### src/sv/rsi_pkg.sv
package rsi_pkg;

    localparam int CFG_ADDR_W = 3;

    localparam logic [CFG_ADDR_W-1:0] REG_CENTER_X = 3'd0;
    localparam logic [CFG_ADDR_W-1:0] REG_CENTER_Y = 3'd1;
    localparam logic [CFG_ADDR_W-1:0] REG_CENTER_Z = 3'd2;
    localparam logic [CFG_ADDR_W-1:0] REG_RADIUS   = 3'd3;
    localparam logic [CFG_ADDR_W-1:0] REG_MIN_DIST = 3'd4;

    // power of two, pointers wrap by themselves
    localparam int QUEUE_DEPTH = 4;
    localparam int QUEUE_PTR_W = 2;

    typedef struct packed {
        logic signed [31:0] origin_x;
        logic signed [31:0] origin_y;
        logic signed [31:0] origin_z;
        logic signed [31:0] dir_x;
        logic signed [31:0] dir_y;
        logic signed [31:0] dir_z;
        logic               dir_is_unit;
        logic [30:0]        nearest_t;
    } ray_t;

    typedef struct packed {
        logic        hit_found;
        logic [30:0] hit_t;
    } result_t;

    typedef struct packed {
        logic signed [31:0] center_x;
        logic signed [31:0] center_y;
        logic signed [31:0] center_z;
        logic [30:0]        sphere_radius;
        logic [30:0]        min_distance;
    } cfg_t;

    typedef struct packed {
        logic        unit;
        logic [30:0] near_t;
    } side_t;

    // classified ray handed from geometry front to root back end
    typedef struct packed {
        logic               ok;
        logic               unit;
        logic [63:0]        disc;
        logic signed [31:0] b;
        logic signed [31:0] a;
        logic signed [31:0] t;
        logic [30:0]        near_t;
    } job_t;

    function automatic logic signed [31:0] sat32(input logic signed [65:0] v);
        if (v > 66'sd2147483647)
            return 32'sh7fffffff;
        else if (v < -66'sd2147483648)
            return 32'sh80000000;
        else
            return v[31:0];
    endfunction

    function automatic logic signed [65:0] sext66(input logic signed [31:0] x);
        return {{34{x[31]}}, x};
    endfunction

endpackage

### src/sv/rsi_queue.sv
module rsi_queue (
    input  logic          clk,
    input  logic          rst_n,
    input  logic          push,
    input  rsi_pkg::job_t wr_data,
    output logic          full,
    input  logic          pop,
    output logic          empty,
    output rsi_pkg::job_t rd_data
);

    localparam int DEPTH = rsi_pkg::QUEUE_DEPTH;
    localparam int PW    = rsi_pkg::QUEUE_PTR_W;

    rsi_pkg::job_t mem [0:DEPTH-1];
    logic [PW-1:0] wr_ptr_reg, rd_ptr_reg;
    logic [PW:0]   count_reg;

    assign full    = (count_reg == (PW+1)'(DEPTH));
    assign empty   = (count_reg == '0);
    assign rd_data = mem[rd_ptr_reg];

    always_ff @(posedge clk)
    begin
        if (push)
            mem[wr_ptr_reg] <= wr_data;
    end

    always_ff @(posedge clk or negedge rst_n)
    begin
        if (!rst_n)
        begin
            wr_ptr_reg <= '0;
            rd_ptr_reg <= '0;
            count_reg  <= '0;
        end
        else
        begin
            if (push)
                wr_ptr_reg <= wr_ptr_reg + 1'b1;
            if (pop)
                rd_ptr_reg <= rd_ptr_reg + 1'b1;
            if (push && !pop)
                count_reg <= count_reg + 1'b1;
            else if (pop && !push)
                count_reg <= count_reg - 1'b1;
        end
    end

endmodule

### config.mk
export PLATFORM = sky130hd
export DESIGN_NAME = rsi_queue
export DESIGN_NICKNAME = d
export VERILOG_FILES = /design/src/sv/rsi_pkg.sv /design/src/sv/rsi_queue.sv
export SDC_FILE = /design/constraint.sdc
export NUM_CORES = 1
export LEC_CHECK = 0
export BUFFER_PORTS_ARGS = -buffer_cell sky130_fd_sc_hd__buf_2
export CAP_MARGIN = 10
export CORE_MARGIN = 2
export CORE_UTILIZATION = 50
export CTS_CLUSTER_SIZE = 14
export DETAILED_ROUTE_END_ITERATION = 7
export PLACE_DENSITY = 0.78
export SYNTH_ARGS = -nofsm -noshare
export SYNTH_HDL_FRONTEND = slang
export SYNTH_SLANG_ARGS = --single-unit
export TNS_END_PERCENT = 20
### constraint.sdc
create_clock -name clk -period 17.2 [get_ports clk]
set_clock_uncertainty 0.2 [all_clocks]
set_input_delay 0.86 -clock clk [delete_from_list [all_inputs] [get_ports clk]]
set_output_delay 0.86 -clock clk [all_outputs]
set_load 0.01 [all_outputs]
==> impl_metrics.toml, run 1 <==
[run_status]
outcome = "completed"

[setup_path]
crit_arrival_ps = 3510
worstReg2RegEnd = "mem[1][23]"
cpPeakStageDelay_ps = 820
critPathTopFamily = "buffers and inverters"
crit_buf_inv = 3
cp_cell_sequence = "buf_4, buf_4, mux4_2, buf_2"
crit_required_ps = 16140
worstSetupPathType = "reg -> out"
rr_startpoint = "wr_ptr_reg[1]"
crit_top_cell = "buf_4"
rr_worst_depth = 5
rrSetupSlack_ps = 13910
end_kind = "output pin"
cp_slowest_cell = "buf_4"
cp_max_fo = 61
startpoint_type = "flip-flop"

[timing]
final-setup-viol-count = 0
whs_ps = 262
post-route-period-util_pct = 26.6
setup_tns_ps = 0
finalMaxSlewViolations = 0
max_freq_mhz = 219
final_hold_viol_count = 0
max-slew-margin-rel_pct = 30.7
worst_pin_slew_ps = 1040
setup_ws_ps = 12630
post-route-min-period_ps = 4570
rsz0062_at_grt = "no"

[synthesis]
yosysWarnings = 0
synth.yosys.seq_area_share_pct = 82.7
synth.distinct_cells = 18
syn-num-nets = 1246
postSynthCellCount = 1043
avgSynthCellArea_sq_um = 27.1
synth_area_sq_mm = 0.0282
synth_seq_cells = 779

[pwr]
netSwitchingPower_mw = 1.68
pwr-share-seq_pct = 44.5
power_leakage_nw = 11.4
p_per_area_mw_per_mm2 = 175
intPower_mw = 4.18
vdd_drop_max_mv = 0.146
p_sw_share_pct = 28.6
clockPowerShare_pct = 28.4
p_comb_share_pct = 27.1

[hold_path]
hold_path.startpoint = "wr_data[190]"
hold_depth = 1
min_to = "mem[0][190]"
hold_path.class = "in -> reg"

[routing]
vias_per_cell = 5.47
drt_iter0_drc = 875
wl_per_cell_um = 23.8
firstDrtPassIters = 5
drc = 0
ant_nets = 0
drt_wl_total_mm = 55.0
vias = 12600

[global_routing]
grt_overflow = 0
grt_pass1_vias = 13300
grt_usage_pct = 18.8
grt_pass1_wl_mm = 82.3
antenna_found_initial = 17
grt_max_degree = 100

[floorplanning]
io_pins = 392
fp.coreArea_sq_mm = 0.0562
die_h_um = 242
die_area_sq_mm = 0.0584
start_util_pct = 50.3
fp-row-count = 87
chipWidth_um = 242

[clock_network]
numClockSinks = 779
clkTransAtPathRegs_ps = 60
post_cts_buffers = 0
worstSkewPairLatency_ps = 600
cts_tree = "yes"
root_buffer = "clkbuf_16"
cts-resized-gates = 0
cts_made_buffers = 76
htreeDepth = 3
cts_buffer_depth = 3

[cells_and_area]
largest_reg_flops = 772
area_delta_synth_final_pct = 18.7
nets = 1688
drive_gt1_share_pct = 46.6
final_core_util_pct = 59.7

[place]
globalplace.congestion = 0.746
port_buffers = 391
dp_hpwl_mm = 32.5
preCtsSetupSlack_ps = 13210

[run]
drv_cap = 0
-- layout make-up --
type	count	area, sq um
Clock buffer	95	2060
Timing Repair Buffer	408	2100
Inverter	4	15.0
Fill cell	3863	22600
Sequential cell	779	23400
Antenna cell	10	25.0
Tap cell	756	946
Multi-Input combinational cell	216	4560
Clock inverter	42	463
-- worst max path at each step --
stage | endpoint | startpoint | cells past startpoint
2_1_floorplan | mem[1][0] | push | 1
6_report | rd_data[67] | rd_ptr_reg[1] | 4
3_5_place_dp | rd_data[67] | rd_ptr_reg[1] | 4
5_1_grt | rd_data[64] | rd_ptr_reg[0] | 3
3_3_place_gp | rd_data[67] | rd_ptr_reg[1] | 4
4_1_cts | rd_data[64] | rd_ptr_reg[0] | 3
-- timing repair --
item,4_1_cts,5_1_grt
hold buffers,1,0
endpoints found under the setup margin,0,0
hold endpoints to repair,7,0
-- cells in the mapped netlist --
cell | count | area share, %
nor3_1 | 1 | 0.018
inv_1 | 4 | 0.053
nand2_1 | 2 | 0.027
buf_2 | 22 | 0.39
mux4_2 | 193 | 15
and2_1 | 4 | 0.089
o21ai_0 | 1 | 0.018
xnor2_1 | 2 | 0.062
dfrtp_1 | 7 | 0.62
fa_1 | 1 | 0.071
nor2_1 | 1 | 0.013
buf_6 | 18 | 0.72
ha_1 | 5 | 0.22
edfxtp_1 | 772 | 82
mux2_2 | 1 | 0.040
nor3b_1 | 1 | 0.027
clkbuf_1 | 4 | 0.053
xor2_1 | 4 | 0.12
-- through the flow --
stage / cell area [sq um] / std cells / total power, mW
after floorplan: 28200 / 1043 / 3.73
after global routing: 33500 / 2308 / 6.09
after CTS: 33500 / 2300 / 5.94
final: 33500 / 2310 / 5.86
after detailed placement: 31000 / 2162 / 4.26
after global placement: 31000 / 2162 / 4.23
-- power by group through the flow --
stage / clock network, mW / logic [mW] / registers (mW)
after floorplan: 0 / 1.09 / 2.64
after detailed placement: 0 / 1.61 / 2.65
final: 1.66 / 1.59 / 2.61
after global placement: 0 / 1.60 / 2.63
after CTS: 1.70 / 1.62 / 2.62
after global routing: 1.76 / 1.69 / 2.64
-- cells by family after synthesis --
group / synth area share, %
flip-flops: 82.7
multiplexers: 15.4
buffers and inverters: 1.21
AND/OR/NAND/NOR: 0.173
XOR/XNOR: 0.186
adder cells (fa/ha/maj): 0.292
AO/OA/AOI/OAI: 0.0177
-- placed cells by master, fill, tap and decap left out, types with 5 or more instances in the layout --
cell,Yosys,routed
edfxtp_1,772,772
buf_2,22,391
mux4_2,193,193
clkbuf_16,0,79
clkinv_2,0,15
buf_4,0,15
clkbuf_1,4,14
clkinv_1,0,11
diode_2,0,10
bufinv_16,0,9
ha_1,5,5
dfrtp_1,7,5
-- layer usage --
layer  vias up  share of wire (%)  track usage (%)
met1      6672                 38             23.8
met4        18                2.0             6.43
met5         -               0.19                0
met3        96                9.1             6.48
li1       5438                  -                -
met2       421                 51             30.6
(Power assumes the default switching activity.)
==> inputs of run 2 (changes only) <==
--- a/config.mk
+++ b/config.mk
@@ -5,13 +5,14 @@
 export SDC_FILE = /design/constraint.sdc
 export NUM_CORES = 1
 export LEC_CHECK = 0
+export ABC_AREA = 1
 export BUFFER_PORTS_ARGS = -buffer_cell sky130_fd_sc_hd__buf_2
 export CAP_MARGIN = 10
 export CORE_MARGIN = 2
 export CORE_UTILIZATION = 50
 export CTS_CLUSTER_SIZE = 14
 export DETAILED_ROUTE_END_ITERATION = 7
-export PLACE_DENSITY = 0.78
+export PLACE_DENSITY = 0.8
 export SYNTH_ARGS = -nofsm -noshare
 export SYNTH_HDL_FRONTEND = slang
 export SYNTH_SLANG_ARGS = --single-unit
==> constraint.sdc (replaced) <==
create_clock -name clk -period 3.9 [get_ports clk]
set_clock_uncertainty 0.2 [all_clocks]
set_input_delay 0.195 -clock clk [delete_from_list [all_inputs] [get_ports clk]]
set_output_delay 0.195 -clock clk [all_outputs]
set_load 0.01 [all_outputs]
==> run 2 against run 1 <==
Net effect:
- synthesized cell count up 120%
- cell area grew 13%
- flip-flop and latch count unchanged
- cell count rose by 64%
- critical path type unchanged
- largest power group unchanged
==> impl_metrics.toml, run 2 <==
[run_status]
outcome = "completed"

[setup_path]
rrSetupSlack_ps = 1460
end_kind = "output pin"
crit_required_ps = 3500
cp_max_fo = 94
rr_startpoint = "wr_ptr_reg[0]"
crit_arrival_ps = 2760
startpoint_type = "flip-flop"
worstSetupPathType = "reg -> out"
rr_worst_depth = 5
worstReg2RegEnd = "mem[2][92]"

[timing]
max-slew-margin-rel_pct = 47.9
finalMaxSlewViolations = 0
final-setup-viol-count = 0
final_hold_viol_count = 0
whs_ps = 150
max_freq_mhz = 317
setup_tns_ps = 0
post-route-period-util_pct = 81.0
post-route-min-period_ps = 3160
rsz0062_at_grt = "no"
worst_pin_slew_ps = 780

[pwr]
finalPower_mw = 28.0
vdd_drop_max_mv = 0.574
p_per_area_mw_per_mm2 = 738
power_leakage_nw = 15.1

[floorplanning]
io_pins = 392
start_util_pct = 50.5
die_h_um = 254
fp.coreArea_sq_mm = 0.0616
fp-row-count = 91
die_area_sq_mm = 0.0643
chipWidth_um = 254

[clock_network]
cts-resized-gates = 0
post_cts_buffers = 0
worstSkewPairLatency_ps = 580
cts_made_buffers = 78
cts_tree = "yes"
htreeDepth = 3
numClockSinks = 779
clkTransAtPathRegs_ps = 60
root_buffer = "clkbuf_16"
cts_buffer_depth = 3

[cells_and_area]
final_cell_mix = "772 x edfxtp_1, 588 x nand2_1, 392 x inv_1"
drive_gt1_share_pct = 18.5
nets = 3078
final_core_util_pct = 61.7
finalNonFillerCells = 3781
area_delta_synth_final_pct = 22.0
final_common_cell = "edfxtp_1"
largest_reg_flops = 772

[synthesis]
synth_area_sq_mm = 0.0311
synth_top_area_cell = "edfxtp_1"
synth.distinct_cells = 18
avgSynthCellArea_sq_um = 13.5
async_flop_share_pct = 0.899
synth_seq_cells = 779
yosysWarnings = 0
synth_edf_count = 772
postSynthCellCount = 2300
syn-num-nets = 2503
yosysMostFrequentCell = "edfxtp_1"
synth_area_leaders = "edfxtp_1 74%, o211ai_1 9.3%, nand2_1 7.1%"
synth_top_area_share_pct = 74.5
synthFlopType = "edfxtp_1"
synth.yosys.seq_area_share_pct = 75.0
yosys-top-cells-count = "772 x edfxtp_1, 592 x nand2_1, 397 x inv_1"

[run]
drv_cap = 0

[routing]
drt_iter0_drc = 1688
wl_per_cell_um = 19.0
drc = 0
drt_wl_total_mm = 71.9
ant_nets = 0
vias = 19900
firstDrtPassIters = 5
vias_per_cell = 5.26

[place]
globalplace.congestion = 0.804
dp_hpwl_mm = 40.0
post-place-cells = 3435
port_buffers = 391

[global_routing]
antenna_found_initial = 8
grt_overflow = 0
grt_max_degree = 125
grt_pass1_vias = 20200
grt_usage_pct = 22.1
grt_pass1_wl_mm = 109

[hold_path]
hold_path.startpoint = "wr_data[15]"
min_to = "mem[3][15]"
hold_path.class = "in -> reg"
hold_depth = 2
[run 2: changes by cell type after synthesis, moves of 4 or more]
cell      before  now
mux4_2       193    0
and2_1         4    0
buf_2         22   54
buf_4          0   23
inv_1          4  397
nand2_1        2  592
buf_6         18   50
o211ai_1       0  386
[run 2: routing by layer]
layer	wire [um]	GRT usage (%)	share of wire (%)
met5	41	0	0.057
met4	1890	7.35	2.6
met3	6890	6.50	9.6
met2	36300	38.0	50
met1	26800	26.5	37
[run 2: cells by family (layout without fill, tap and decap cells)]
group / count (synthesis) / count (layout) / share of synthesized area, %
other: 0 / 8 / 0
flip-flops: 779 / 779 / 75.0
AO/OA/AOI/OAI: 387 / 387 / 9.32
AND/OR/NAND/NOR: 596 / 596 / 7.21
buffers and inverters: 528 / 1164 / 8.07
XOR/XNOR: 4 / 4 / 0.113
adder cells (fa/ha/maj): 6 / 6 / 0.265
[run 2: power breakdown]
group	internal, mW	switching (mW)	total [mW]
clock	3.82	3.05	6.88
combinational	3.19	6.51	9.70
sequential	10.9	0.514	11.5
total	18.0	10.1	28.0
[run 2: how the worst max path moves through the flow]
stage	startpoint	end	slack, ps	depth (start not counted)
after floorplan	wr_ptr_reg[0]	mem[0][0]	-250	4
after global placement	wr_ptr_reg[0]	mem[3][48]	1500	4
after detailed placement	wr_ptr_reg[0]	mem[3][48]	1460	4
after CTS	rd_ptr_reg[1]	rd_data[92]	830	5
after global routing	rd_ptr_reg[1]	rd_data[182]	640	5
final	rd_ptr_reg[1]	rd_data[189]	740	5
[run 2: per-stage QoR]
step | instance area (sq um) | setup slack [ps]
2_1_floorplan | 31200 | -248
4_1_cts | 38000 | 827
3_3_place_gp | 33700 | 1500
6_report | 38000 | 743
5_1_grt | 38000 | 643
3_5_place_dp | 33700 | 1460
[run 2: repair_timing]
action | in CTS | in global routing
setup endpoints to repair | 0 | 0
hold buffers | 197 | 0
hold endpoints to repair | 786 | 0
[run 2: cell type report]
type                       count  area (sq um)
multi-input combinational    993          5280
inverter                     398          1510
antenna                        8          20.0
clock inverter                46           298
fill                        4220         23600
timing repair buffer         625          4440
tap                          837          1050
clock buffer                  95          2020
sequential                   779         23400
[run 2: critical path: stages (launching register included)]
cell and delay, ps:
dfrtp_4 680, inv_6 380, buf_12 390, o211ai_1 250
nand2_1 180, buf_2 170
==> inputs of run 3 (changes only) <==
--- a/config.mk
+++ b/config.mk
@@ -12,7 +12,7 @@
 export CORE_UTILIZATION = 50
 export CTS_CLUSTER_SIZE = 14
 export DETAILED_ROUTE_END_ITERATION = 7
-export PLACE_DENSITY = 0.8
+export PLACE_DENSITY = 0.77
 export SYNTH_ARGS = -nofsm -noshare
 export SYNTH_HDL_FRONTEND = slang
 export SYNTH_SLANG_ARGS = --single-unit
==> constraint.sdc (replaced) <==
create_clock -name clk -period 2.95 [get_ports clk]
set_clock_uncertainty 0.2 [all_clocks]
set_input_delay 0.1475 -clock clk [delete_from_list [all_inputs] [get_ports clk]]
set_output_delay 0.1475 -clock clk [all_outputs]
set_load 0.01 [all_outputs]
==> run 3 against run 2 <==
Net effect:
- first-iteration DRC count down 3.1%
- critical path type unchanged
- power increased by 36%
- sequential share of layout area decreased by 0.95 points
- combinational power is 36% higher
- global-route usage down 0.31 points
- largest power group unchanged
==> impl_metrics.toml, run 3 (synthesis gave the netlist of run 2 again) <==
[clock_network]
cts_made_buffers = 80
cts-resized-gates = 0
root_buffer = "clkbuf_16"
worstSkewPairLatency_ps = 600
numClockSinks = 779
cts_tree = "yes"
cts_buffer_depth = 3
htreeDepth = 3
clkTransAtPathRegs_ps = 60

[timing]
final-setup-viol-count = 0
post-route-period-util_pct = 93.6
post-route-min-period_ps = 2760
setup_ws_ps = 190
finalMaxSlewViolations = 0
final_hold_viol_count = 0
max_freq_mhz = 362
worst_pin_slew_ps = 666
max-slew-margin-rel_pct = 55.6
rsz0062_at_grt = "no"

[cells_and_area]
area_delta_synth_final_pct = 23.9
finalNonFillerCells = 3813
final_common_cell = "edfxtp_1"
nets = 3107
final_core_util_pct = 62.6
n_fill_cell = 4228
largest_reg_flops = 772
drive_gt1_share_pct = 19.8
design_area_sq_mm = 0.0386
final_cell_mix = "772 x edfxtp_1, 588 x nand2_1, 392 x inv_1"

[global_routing]
grt_max_degree = 138
antenna_found_initial = 9
grt_overflow = 0
grt_pass1_wl_mm = 108
grt_pass1_vias = 20200
grt_usage_pct = 21.7

[pwr]
vdd_drop_max_mv = 0.748
netSwitchingPower_mw = 13.4
p_per_area_mw_per_mm2 = 987
p_comb_share_pct = 34.7
pwr-share-seq_pct = 39.5
clockPowerShare_pct = 25.8
intPower_mw = 24.7
p_sw_share_pct = 35.1
power_leakage_nw = 15.4

[setup_path]
worstReg2RegEnd = "mem[2][116]"
cpPeakStageDelay_ps = 660
rr_worst_depth = 5
critPathTopFamily = "buffers and inverters"
crit_arrival_ps = 2410
cp_cell_sequence = "buf_12, buf_12, nand2_1, o211ai_1, nand2_1, buf_2"
worstSetupPathType = "reg -> out"
rrSetupSlack_ps = 820
crit_buf_inv = 3
startpoint_type = "flip-flop"
startpoint = "rd_ptr_reg[0]"
crit_required_ps = 2600
end_kind = "output pin"
cp_max_fo = 68
cp_slowest_cell = "dfrtp_4"
rr_startpoint = "wr_ptr_reg[0]"

[routing]
vias = 19600
drt_iter0_drc = 1636
wl_per_cell_um = 18.5
drc = 0
routed.top_layer = "met5"
ant_nets = 0
wl_met2_mm = 36.0
drt-met1-wl_mm = 26.9
drt_wl_total_mm = 70.5
dr_wl_met3_mm = 6.27
firstDrtPassIters = 5
vias_per_cell = 5.15

[hold_path]
min_to = "mem[0][187]"
hold_path.class = "in -> reg"
hold_depth = 2
hold_path.startpoint = "wr_data[187]"

[run]
drv_cap = 0

[run_status]
outcome = "completed"

[place]
port_buffers = 391
globalplace.congestion = 0.770
postPlaceCellArea_sq_mm = 0.0340
post-place-cells = 3461
dp_hpwl_mm = 41.2
preCtsSetupSlack_ps = 772

[floorplanning]
fp.coreArea_sq_mm = 0.0616
die_h_um = 254
start_util_pct = 50.5
fp-row-count = 91
die_area_sq_mm = 0.0643
io_pins = 392
chipWidth_um = 254
[run 3: changes by cell type in the layout (fill, tap and decap cells not counted), sizes merged]
| cell | change |
|---|---|
| buf | +26 |
| bufinv | +5 |
| clkbuf | +1 |
| clkinv | +1 |
| clkinvlp | -1 |
| diode | +1 |
| inv | -1 |
[run 3: worst max-delay path by stage]
stage / to / slack, ps / cells past startpoint
finish: rd_data[69] / 190 / 6
global route: rd_data[69] / 70 / 6
CTS: rd_data[1] / 110 / 6
detailed placement: rd_data[1] / 770 / 6
global placement: rd_data[100] / 840 / 6
floorplan: mem[0][0] / -1200 / 4
[run 3: layer usage]
| layer | track usage [%] | up-vias |
|---|---|---|
| met5 | 0 | - |
| met4 | 6.36 | 2 |
| met3 | 6.01 | 107 |
| met2 | 38.2 | 739 |
| met1 | 26.1 | 9535 |
| li1 | - | 9256 |
[run 3: what timing repair did]
| item | in CTS | in global routing |
|---|---|---|
| buffers inserted | 0 | 1 |
| endpoints found under the setup margin | 0 | 6 |
| hold buffers | 197 | 0 |
| hold endpoints to repair | 786 | 0 |
[run 3: power by group through the flow]
stage	registers [mW]	logic, mW	clock network, mW
after floorplan	15.3	8.41	0
after global placement	15.1	12.5	0
after detailed placement	15.3	12.8	0
after CTS	15.0	13.1	9.98
after global routing	15.2	14.5	10.5
final	15.0	13.2	9.84
[run 3: cell type report]
class / count / area, sq um / area share, %
flip-flops and latches: 779 / 23400 / 60.6
clock inverters: 50 / 475 / 1.23
well taps: 837 / 1050 / 2.71
multi-input cells: 993 / 5280 / 13.7
diodes: 9 / 22.5 / 0.0584
inverters: 398 / 1510 / 3.92
clock buffers: 95 / 2100 / 5.44
repair buffers: 652 / 4780 / 12.4
[run 3: per-stage QoR]
stage / setup TNS [ps] / total power, mW / hold slack [ps]
2_1_floorplan: -918840 / 23.7 / -348
3_3_place_gp: 0 / 27.6 / -210
3_5_place_dp: 0 / 28.1 / -205
4_1_cts: 0 / 38.1 / 36.5
5_1_grt: 0 / 40.1 / 57.9
6_report: 0 / 38.1 / 75.5
